<file path="config.mk">
export PLATFORM = sky130hd
export DESIGN_NAME = tccw_ctrl
export DESIGN_NICKNAME = d
export VERILOG_FILES = /design/src/rtl/core/tccw_pkg.sv /design/src/rtl/core/tccw_ctrl.sv
export SDC_FILE = /design/constraint.sdc
export NUM_CORES = 1
export LEC_CHECK = 0
export ABC_AREA = 1
export BUFFER_PORTS_ARGS = -buffer_cell sky130_fd_sc_hd__buf_2
export CORE_ASPECT_RATIO = 1.75
export CORE_UTILIZATION = 50
export CTS_CLUSTER_SIZE = 40
export DETAILED_ROUTE_END_ITERATION = 16
export GPL_TIMING_DRIVEN = 0
export PLACE_DENSITY_LB_ADDON = 0.15
export SLEW_MARGIN = 25
export SYNTH_ARGS = -nofsm -noshare
export SYNTH_HDL_FRONTEND = slang
export SYNTH_SLANG_ARGS = --single-unit
</file>
<file path="constraint.sdc">
create_clock -name clock -period 2.52 [get_ports clock]
set_input_delay 0.126 -clock clock [delete_from_list [all_inputs] [get_ports clock]]
set_output_delay 0.126 -clock clock [all_outputs]
set_load 0.02 [all_outputs]
</file>
<file path="src/rtl/core/tccw_pkg.sv">
// ----------------------------------------------------------------------------
// tccw_pkg
// Shared constants, codes and types of the text console cell writer.
// ----------------------------------------------------------------------------
package tccw_pkg;

   // screen geometry
   localparam int COLUMNS       = 80;
   localparam int ROWS          = 25;
   localparam int CELL_COUNT    = ROWS * COLUMNS;
   localparam int LAST_CELL     = CELL_COUNT - 1;
   localparam int LAST_ROW_BASE = (ROWS - 1) * COLUMNS;

   localparam int ADDR_W = $clog2(CELL_COUNT);
   localparam int ROW_W  = $clog2(ROWS);
   localparam int COL_W  = $clog2(COLUMNS);
   localparam int CELL_W = 16;
   localparam int ATTR_W = 8;

   // field widths of the stream payloads
   localparam int OP_W       = 3;
   localparam int CHAR_W     = 8;
   localparam int TARGET_W   = 8;
   localparam int INDEX_W    = 11;
   localparam int OUT_ROW_W  = 5;
   localparam int OUT_COL_W  = 7;
   localparam int OUT_LIN_W  = 11;
   localparam int REQ_W      = OP_W + CHAR_W + 2 * TARGET_W + INDEX_W;
   localparam int RSP_W      = OUT_ROW_W + OUT_COL_W + OUT_LIN_W + CELL_W;
   localparam int REQ_TDATA_W = ((REQ_W + 7) / 8) * 8;
   localparam int RSP_TDATA_W = ((RSP_W + 7) / 8) * 8;

   // character and attribute codes
   localparam logic [ATTR_W-1:0] RESET_ATTR   = 8'h07;
   localparam logic [CHAR_W-1:0] BLANK_CODE   = 8'd32;
   localparam logic [CHAR_W-1:0] CH_NEWLINE   = 8'd10;
   localparam logic [CHAR_W-1:0] CH_RETURN    = 8'd13;
   localparam logic [CHAR_W-1:0] CH_BACKSPACE = 8'd8;

   typedef enum logic [OP_W-1:0] {
      OP_PUT    = 3'd0,
      OP_UP     = 3'd1,
      OP_DOWN   = 3'd2,
      OP_LEFT   = 3'd3,
      OP_RIGHT  = 3'd4,
      OP_SETPOS = 3'd5,
      OP_CLEAR  = 3'd6,
      OP_READ   = 3'd7
   } op_type;

   typedef enum logic [6:0] {
      ST_INIT  = 7'b0000001,
      ST_IDLE  = 7'b0000010,
      ST_READ  = 7'b0000100,
      ST_COPY  = 7'b0001000,
      ST_FLUSH = 7'b0010000,
      ST_FILL  = 7'b0100000,
      ST_RESP  = 7'b1000000
   } state_type;

   // first member lands in the highest bits, so op ends up at bit 0
   typedef struct packed {
      logic [INDEX_W-1:0]  cell_index;
      logic [TARGET_W-1:0] target_col;
      logic [TARGET_W-1:0] target_row;
      logic [CHAR_W-1:0]   char_code;
      op_type              op;
   } req_type;

   typedef struct packed {
      logic [CELL_W-1:0]    cell_value;
      logic [OUT_LIN_W-1:0] cursor_linear;
      logic [OUT_COL_W-1:0] cursor_col;
      logic [OUT_ROW_W-1:0] cursor_row;
   } rsp_type;

   typedef struct packed {
      logic              en;
      logic [ADDR_W-1:0] addr;
      logic [CELL_W-1:0] data;
   } ram_wr_type;

endpackage

</file>
<file path="src/rtl/core/tccw_ctrl.sv">
// ----------------------------------------------------------------------------
// tccw_ctrl
// Cursor, attribute register and the sequencer that drives the cell store.
// ----------------------------------------------------------------------------
module tccw_ctrl import tccw_pkg::*; (
   input  logic              clock,
   input  logic              reset,
   input  logic              req_valid,
   output logic              req_ready,
   input  req_type           req,
   input  logic              csr_write,
   input  logic [ATTR_W-1:0] csr_wdata,
   output logic              res_valid,
   input  logic              res_ready,
   output rsp_type           res,
   output ram_wr_type        ram_wr,
   output logic [ADDR_W-1:0] ram_raddr,
   input  logic [CELL_W-1:0] ram_rdata
);

   state_type         state_ff, state_in;
   logic [ROW_W-1:0]  row_ff, row_in;
   logic [COL_W-1:0]  col_ff, col_in;
   logic [ADDR_W-1:0] ptr_ff, ptr_in;
   logic [ATTR_W-1:0] attr_ff, attr_in;
   logic [CELL_W-1:0] value_ff, value_in;
   logic              rd_ok_ff, rd_ok_in;
   logic              pend_ff, pend_in;
   logic [ADDR_W-1:0] pend_addr_ff, pend_addr_in;

   logic [ADDR_W-1:0] here;
   logic [ADDR_W-1:0] back_addr;
   logic              last_row;
   logic              last_col;
   logic              printable;
   logic              scroll;
   logic [ROW_W-1:0]  back_row;
   logic [COL_W-1:0]  back_col;

   assign here      = ADDR_W'(row_ff) * ADDR_W'(COLUMNS) + ADDR_W'(col_ff);
   // stepping back one cell is one linear step, except at the home cell
   assign back_addr = (here == '0) ? '0 : here - ADDR_W'(1);
   assign last_row  = (row_ff == ROW_W'(ROWS - 1));
   assign last_col  = (col_ff == COL_W'(COLUMNS - 1));
   assign printable = !req.char_code[CHAR_W-1] && (req.char_code >= BLANK_CODE);

   always_comb begin
      back_row = row_ff;
      back_col = col_ff;
      if (col_ff != '0) begin
         back_col = col_ff - COL_W'(1);
      end else if (row_ff != '0) begin
         back_row = row_ff - ROW_W'(1);
         back_col = COL_W'(COLUMNS - 1);
      end
   end

   assign attr_in = csr_write ? csr_wdata : attr_ff;

   always_comb begin
      state_in     = state_ff;
      row_in       = row_ff;
      col_in       = col_ff;
      ptr_in       = ptr_ff;
      value_in     = value_ff;
      rd_ok_in     = rd_ok_ff;
      pend_in      = 1'b0;
      pend_addr_in = ptr_ff - ADDR_W'(COLUMNS);
      scroll       = 1'b0;
      ram_raddr    = ptr_ff;
      ram_wr.en    = 1'b0;
      ram_wr.addr  = ptr_ff;
      ram_wr.data  = {attr_ff, BLANK_CODE};

      unique case (state_ff)
         ST_INIT: begin
            ram_wr.en   = 1'b1;
            ram_wr.data = {RESET_ATTR, BLANK_CODE};
            if (ptr_ff == ADDR_W'(LAST_CELL)) begin
               ptr_in   = '0;
               state_in = ST_IDLE;
            end else begin
               ptr_in = ptr_ff + ADDR_W'(1);
            end
         end

         ST_IDLE: begin
            ram_raddr = ADDR_W'(req.cell_index);
            if (req_valid) begin
               value_in = '0;
               rd_ok_in = (32'(req.cell_index) < 32'(CELL_COUNT));
               state_in = ST_RESP;
               unique case (req.op)
                  OP_PUT: begin
                     if (req.char_code == CH_NEWLINE) begin
                        col_in = '0;
                        if (last_row) begin
                           scroll = 1'b1;
                        end else begin
                           row_in = row_ff + ROW_W'(1);
                        end
                     end else if (req.char_code == CH_RETURN) begin
                        col_in = '0;
                     end else if (req.char_code == CH_BACKSPACE) begin
                        ram_wr.en   = 1'b1;
                        ram_wr.addr = back_addr;
                        row_in      = back_row;
                        col_in      = back_col;
                     end else if (printable) begin
                        ram_wr.en   = 1'b1;
                        ram_wr.addr = here;
                        ram_wr.data = {attr_ff, req.char_code};
                        if (last_col) begin
                           col_in = '0;
                           if (last_row) begin
                              scroll = 1'b1;
                           end else begin
                              row_in = row_ff + ROW_W'(1);
                           end
                        end else begin
                           col_in = col_ff + COL_W'(1);
                        end
                     end
                  end
                  OP_UP: begin
                     if (row_ff != '0) begin
                        row_in = row_ff - ROW_W'(1);
                     end
                  end
                  OP_DOWN: begin
                     if (!last_row) begin
                        row_in = row_ff + ROW_W'(1);
                     end
                  end
                  OP_LEFT: begin
                     row_in = back_row;
                     col_in = back_col;
                  end
                  OP_RIGHT: begin
                     if (!last_col) begin
                        col_in = col_ff + COL_W'(1);
                     end else if (!last_row) begin
                        row_in = row_ff + ROW_W'(1);
                        col_in = '0;
                     end
                  end
                  OP_SETPOS: begin
                     row_in = (req.target_row >= TARGET_W'(ROWS)) ?
                              ROW_W'(ROWS - 1) : ROW_W'(req.target_row);
                     col_in = (req.target_col >= TARGET_W'(COLUMNS)) ?
                              COL_W'(COLUMNS - 1) : COL_W'(req.target_col);
                  end
                  OP_CLEAR: begin
                     row_in   = '0;
                     col_in   = '0;
                     ptr_in   = '0;
                     state_in = ST_FILL;
                  end
                  OP_READ: begin
                     state_in = ST_READ;
                  end
               endcase
               // the row stays on the last one; the store moves instead
               if (scroll) begin
                  ptr_in   = ADDR_W'(COLUMNS);
                  state_in = ST_COPY;
               end
            end
         end

         ST_READ: begin
            if (rd_ok_ff) begin
               value_in = ram_rdata;
            end
            state_in = ST_RESP;
         end

         // read one row below, write it back one row up in the next cycle
         ST_COPY: begin
            ram_wr.en   = pend_ff;
            ram_wr.addr = pend_addr_ff;
            ram_wr.data = ram_rdata;
            pend_in     = 1'b1;
            if (ptr_ff == ADDR_W'(LAST_CELL)) begin
               state_in = ST_FLUSH;
            end else begin
               ptr_in = ptr_ff + ADDR_W'(1);
            end
         end

         ST_FLUSH: begin
            ram_wr.en   = pend_ff;
            ram_wr.addr = pend_addr_ff;
            ram_wr.data = ram_rdata;
            ptr_in      = ADDR_W'(LAST_ROW_BASE);
            state_in    = ST_FILL;
         end

         ST_FILL: begin
            ram_wr.en = 1'b1;
            if (ptr_ff == ADDR_W'(LAST_CELL)) begin
               state_in = ST_RESP;
            end else begin
               ptr_in = ptr_ff + ADDR_W'(1);
            end
         end

         ST_RESP: begin
            if (res_ready) begin
               state_in = ST_IDLE;
            end
         end

         default: begin
            state_in = ST_IDLE;
         end
      endcase
   end

   always_ff @(posedge clock) begin
      if (reset) begin
         state_ff <= ST_INIT;
         row_ff   <= '0;
         col_ff   <= '0;
         ptr_ff   <= '0;
         attr_ff  <= RESET_ATTR;
         pend_ff  <= 1'b0;
      end else begin
         state_ff <= state_in;
         row_ff   <= row_in;
         col_ff   <= col_in;
         ptr_ff   <= ptr_in;
         attr_ff  <= attr_in;
         pend_ff  <= pend_in;
      end
   end

   always_ff @(posedge clock) begin
      value_ff     <= value_in;
      rd_ok_ff     <= rd_ok_in;
      pend_addr_ff <= pend_addr_in;
   end

   assign req_ready         = (state_ff == ST_IDLE);
   assign res_valid         = (state_ff == ST_RESP);
   assign res.cursor_row    = OUT_ROW_W'(row_ff);
   assign res.cursor_col    = OUT_COL_W'(col_ff);
   assign res.cursor_linear = OUT_LIN_W'(here);
   assign res.cell_value    = value_ff;

endmodule

</file>
Word-level counts from Yosys, hierarchy flattened
Cells that the tools add are included.
{"block": "totals", "ff_bits": 67, "input_bits": 67, "output_inout_bits": 80}
{"block": "op_classes", "mux": 60, "eq_ne": 32, "reduce_logical": 19, "n_addsub": 8, "multipliers": 1, "order_cmp": 4}
{"op": "$mux W28", "n": 5}
{"op": "$mux W7", "n": 16}
{"op": "$mux W11", "n": 7}
{"op": "$pmux W7 S7", "n": 1}
{"op": "$mux W16", "n": 3}
{"op": "$pmux W16 S3", "n": 1}
{"op": "$mux W5", "n": 9}
{"op": "$pmux W11 S4", "n": 1}
{"op": "$pmux W5 S7", "n": 1}
{"op": "$pmux W7 S5", "n": 1}
{"op": "$pmux W16 S2", "n": 1}
{"op": "$eq A8 B4 Y1 const B", "n": 3}
{"op": "$pmux W11 S2", "n": 1}
{"op": "$reduce_and A5 Y1", "n": 3}
{"op": "$eq A7 B7 Y1 const B", "n": 2}
{"op": "$pmux W7 S2", "n": 1}
{"op": "$reduce_bool A7 Y1", "n": 2}
{"op": "$eq A3 B3 Y1 const B", "n": 4}
{"op": "$mux W12", "n": 1}
{"op": "$ne A2 B2 Y1 const B", "n": 6}
{"op": "$add A11 B1 Y11 const B", "n": 1}
{"op": "$add A11 B7 Y11", "n": 1}
{"op": "$eq A11 B11 Y1 const B", "n": 1}
{"op": "$logic_not A11 Y1", "n": 1}
{"op": "37 further kinds", "n": 51}

Depth between registers and ports, before layout
{"block": "depth", "depth_word": 13, "depth_mapped": 19, "mapped_depth_nobuf": 19}

Least setup slack after synthesis
No wires, ideal clock.
{"block": "synth_timing", "path_kind": "register to output", "start": "reg row_ff[1]", "end": "out ram_wr[26] (netlist bit)", "n_path_buf": 1, "t_arrival_ns": 2.848, "required_time_ns": 2.394, "setup_slack_ns": -0.454, "stages_incl_launch_ff": 18, "path_cell_list": "dfxtp_1 ha_1 ha_1 inv_1 fa_1 nor2_2 nand3_1 nand2_1 nand2_1 nor2_1 nand3_1 buf_2 nand3_1 nand2_1 nand2_1 nand2_1 nand2_1 nand2_1"}
{"item": "from (decl)", "line_no": "tccw_ctrl.sv:22", "rtl": "logic [ROW_W-1:0] row_ff, row_in;"}
{"item": "from (signal assigned)", "line_no": "tccw_ctrl.sv:230", "rtl": "row_ff <= row_in;"}
{"item": "to (decl)", "line_no": "tccw_ctrl.sv:16", "rtl": "output ram_wr_type ram_wr,"}

==> out/qor.txt <==
critical path fanouts, max = 5
type of the worst min-delay path = in2reg
final hold violation count = 0
outcome = finished, violations left
Max IR drop VDD = 0.434 mV
root buffer cell = clkbuf_16
I/O pin cnt = 147
worst skew pair latency = 0.34 ns
Core ar. = 11200 sq um
worst stage delay on the critical path = 0.49 ns
Seq cells post-synth = 67
Max Root-Sink Buffers = 2
Antenna Violating Nets Remaining = 0
DRT Pass-1 Iters = 6
Post-synth EDFFs = 17
Critical Path Slowest Stage Cell = fa_2
top cell type's share of synthesized area = 17.1%
Total GRT Usage = 34.6%
DP Worst Slack = -0.478 ns
multi-input combinational cell area = 3910 sq um
die width = 83.7 um
Critical Path RT = 2.39 ns
cell row count = 51
asr flop ratio synth = 0%
largest net degree at the start of global routing = 15
total grt overflow = 0
Synth top cells by count = nand2_1 (234), inv_1 (119), nor2_1 (106), nand3_1 (83), o21ai_0 (80)
Synth area leaders = dfxtp_1 (17%), nand2_1 (15%), edfxtp_1 (8.7%)
Yosys cell types = 49
Finished Core Util = 67.4%
endpoints failing setup = 12
TritonCTS Buffers = 9
critical path type = reg2out
Worst Max-Slew Pin Slew = 0.696 ns
# Max-Cap Violations = 0
fmax = 0.318 GHz
Setup WS post-layout = -0.622 ns
fill cell count = 1049
hold_ws = 0.00711 ns
share of cells above drive strength 1 = 27.0%
Final Max Tran Viols = 0
Initial DRC Count = 411
via/cell ratio = 5.66
worst-path cell chain = ha_4, ha_4, inv_2, fa_2, nor2_4, nand2_4, nor2_4, nand3_2, nand2_4, nand3_4, buf_6, nand2_1, a21oi_2, o21ai_2, nand2_2, buf_6
Final HPWL DP = 16100 um
Final #Nets = 1208
Final Cycle Share = 125%
P per Cell Area = 487 nW/um^2
Worst Setup Start Kind = flop
Syn Nets = 1035
Die Ht = 145 um
Synth Area per Inst = 6.17 sq um
failing checks = setup timing
count leader, synth = nand2_1
Avg WL per Cell = 17.0 um
dominant synthesized flop cell = dfxtp_1
PortBufs = 144
CTS H-tree lvls = 3
RSZ-0062 raised after global routing = yes
Static Leak = 0.00378 uW
synth-to-layout area growth = 29.6%
minimum clock period after layout = 3.14 ns
initial core utilization = 52.0%
cell count after synthesis = 947
diode count = 0
FF/Latch Area = 1530 sq um
Slew headroom = 53.6%
sequential fraction of the synthesis area = 25.9%
clk sinks = 67
Worst Path Arrival = 3.02 ns
cell area after synthesis = 5840 sq um
DR vias = 7110
worst clock skew = 0.00710 ns
yosys warns = 0
CTS tree = done
DR DRC count = 0
WL final = 21300 um
number of global-route vias before repair = 6956
area leader, netlist = dfxtp_1
Crit. End Element = primary output
first-pass GRT wire length = 33400 um
initial antenna violation count = 0
CTS clk-pin slew, worst paths = 0.06 ns
gpl congestion = 1.00
Die ar. = 12100 sq um
## report_power, final
group / leakage (uW) / internal, uW / switching, uW / total (uW)
combinational: 0.00306 / 398 / 684 / 1080
sequential: 0.000571 / 1190 / 76.0 / 1270
clock: 0.000145 / 784 / 552 / 1340
## per-stage QoR
stage          power (uW)  instance area (sq um)  std cells  TNS (ns)
3_5_place_dp         2270                   6830       1224     -4.11
4_1_cts              3660                   7470       1255     -5.74
3_3_place_gp         2260                   6820       1223     -9.59
6_report             3690                   7570       1257     -6.25
5_1_grt              3820                   7570       1257     -7.40
2_1_floorplan        1950                   5930        947         0
## registers in the layout, indices dropped and copies added, names as in the netlist
register,flops
attr_ff,8
ptr_ff,11
col_ff,7
rd_ok_ff,1
pend_ff,1
state_ff,7
value_ff,16
row_ff,5
pend_addr_ff,11
## worst max-delay path: cells and delay by family (launching register included)
kind	cells	cell delay (ns)
compound gates	2	0.24
fa+ha+maj	3	0.89
buf+inv	3	0.33
flops	1	0.36
simple gates	8	0.85
## per-layer routing
| metal | GRT usage, % | vias up | routed length (um) |
|---|---|---|---|
| li1 | - | 3446 | - |
| met1 | 34.2 | 3229 | 7560 |
| met2 | 63.7 | 314 | 11200 |
| met3 | 4.95 | 121 | 945 |
| met4 | 26.3 | 0 | 1620 |
| met5 | 0 | - | 0 |
## cells in the final DEF, fill, tap and decap left out, types with 20 or more instances in the layout
master,Yosys,layout
nand3_1,83,74
buf_2,10,140
xor2_1,21,20
inv_1,119,115
nand2_1,234,213
o21ai_0,80,71
dfxtp_1,50,44
nand2_2,4,20
nor2_1,106,101
a21oi_1,54,47
## timing repair
item / CTS / global route
endpoints found under the setup margin: 12 / 29
gates resized for setup: 63 / 28
hold buffers: 3 / 0
hold endpoints to repair: 3 / 0
pin swaps: 19 / 10
setup buffers: 11 / 2
gates cloned: 1 / 0
## logic make-up (layout without fill, tap and decap cells)
logic type / Yosys count / in the layout / share of synthesized area (%)
adder cells (fa/ha/maj): 21 / 21 / 4.76
buffers and inverters: 171 / 349 / 11.9
flip-flops: 67 / 67 / 25.9
AO/OA/AOI/OAI: 177 / 177 / 16.8
XOR/XNOR: 26 / 26 / 3.90
AND/OR/NAND/NOR: 485 / 485 / 36.8
## worst paths after layout
kind,cells past startpoint,endpoint,from,slack (ns)
worst min-delay path,3,attr_ff[7],csr_wdata[7],0.007
worst min register to register,0,pend_addr_ff[3],ptr_ff[3],0.35
worst max-delay path,16,ram_wr[16],row_ff[1],-0.62
worst max register to register,14,ptr_ff[1],row_ff[0],0.12
## final cells by class
type                            count  share of cell area (%)
Inverter                          137                    6.86
Clock inverter                      7                    1.09
Tap cell                          132                    2.18
Multi-Input combinational cell    709                    51.7
Buffer                             34                    2.48
Sequential cell                    67                    20.2
Clock buffer                        9                    2.98
Timing Repair Buffer              162                    12.6
Power figures use the tool's default switching activity.
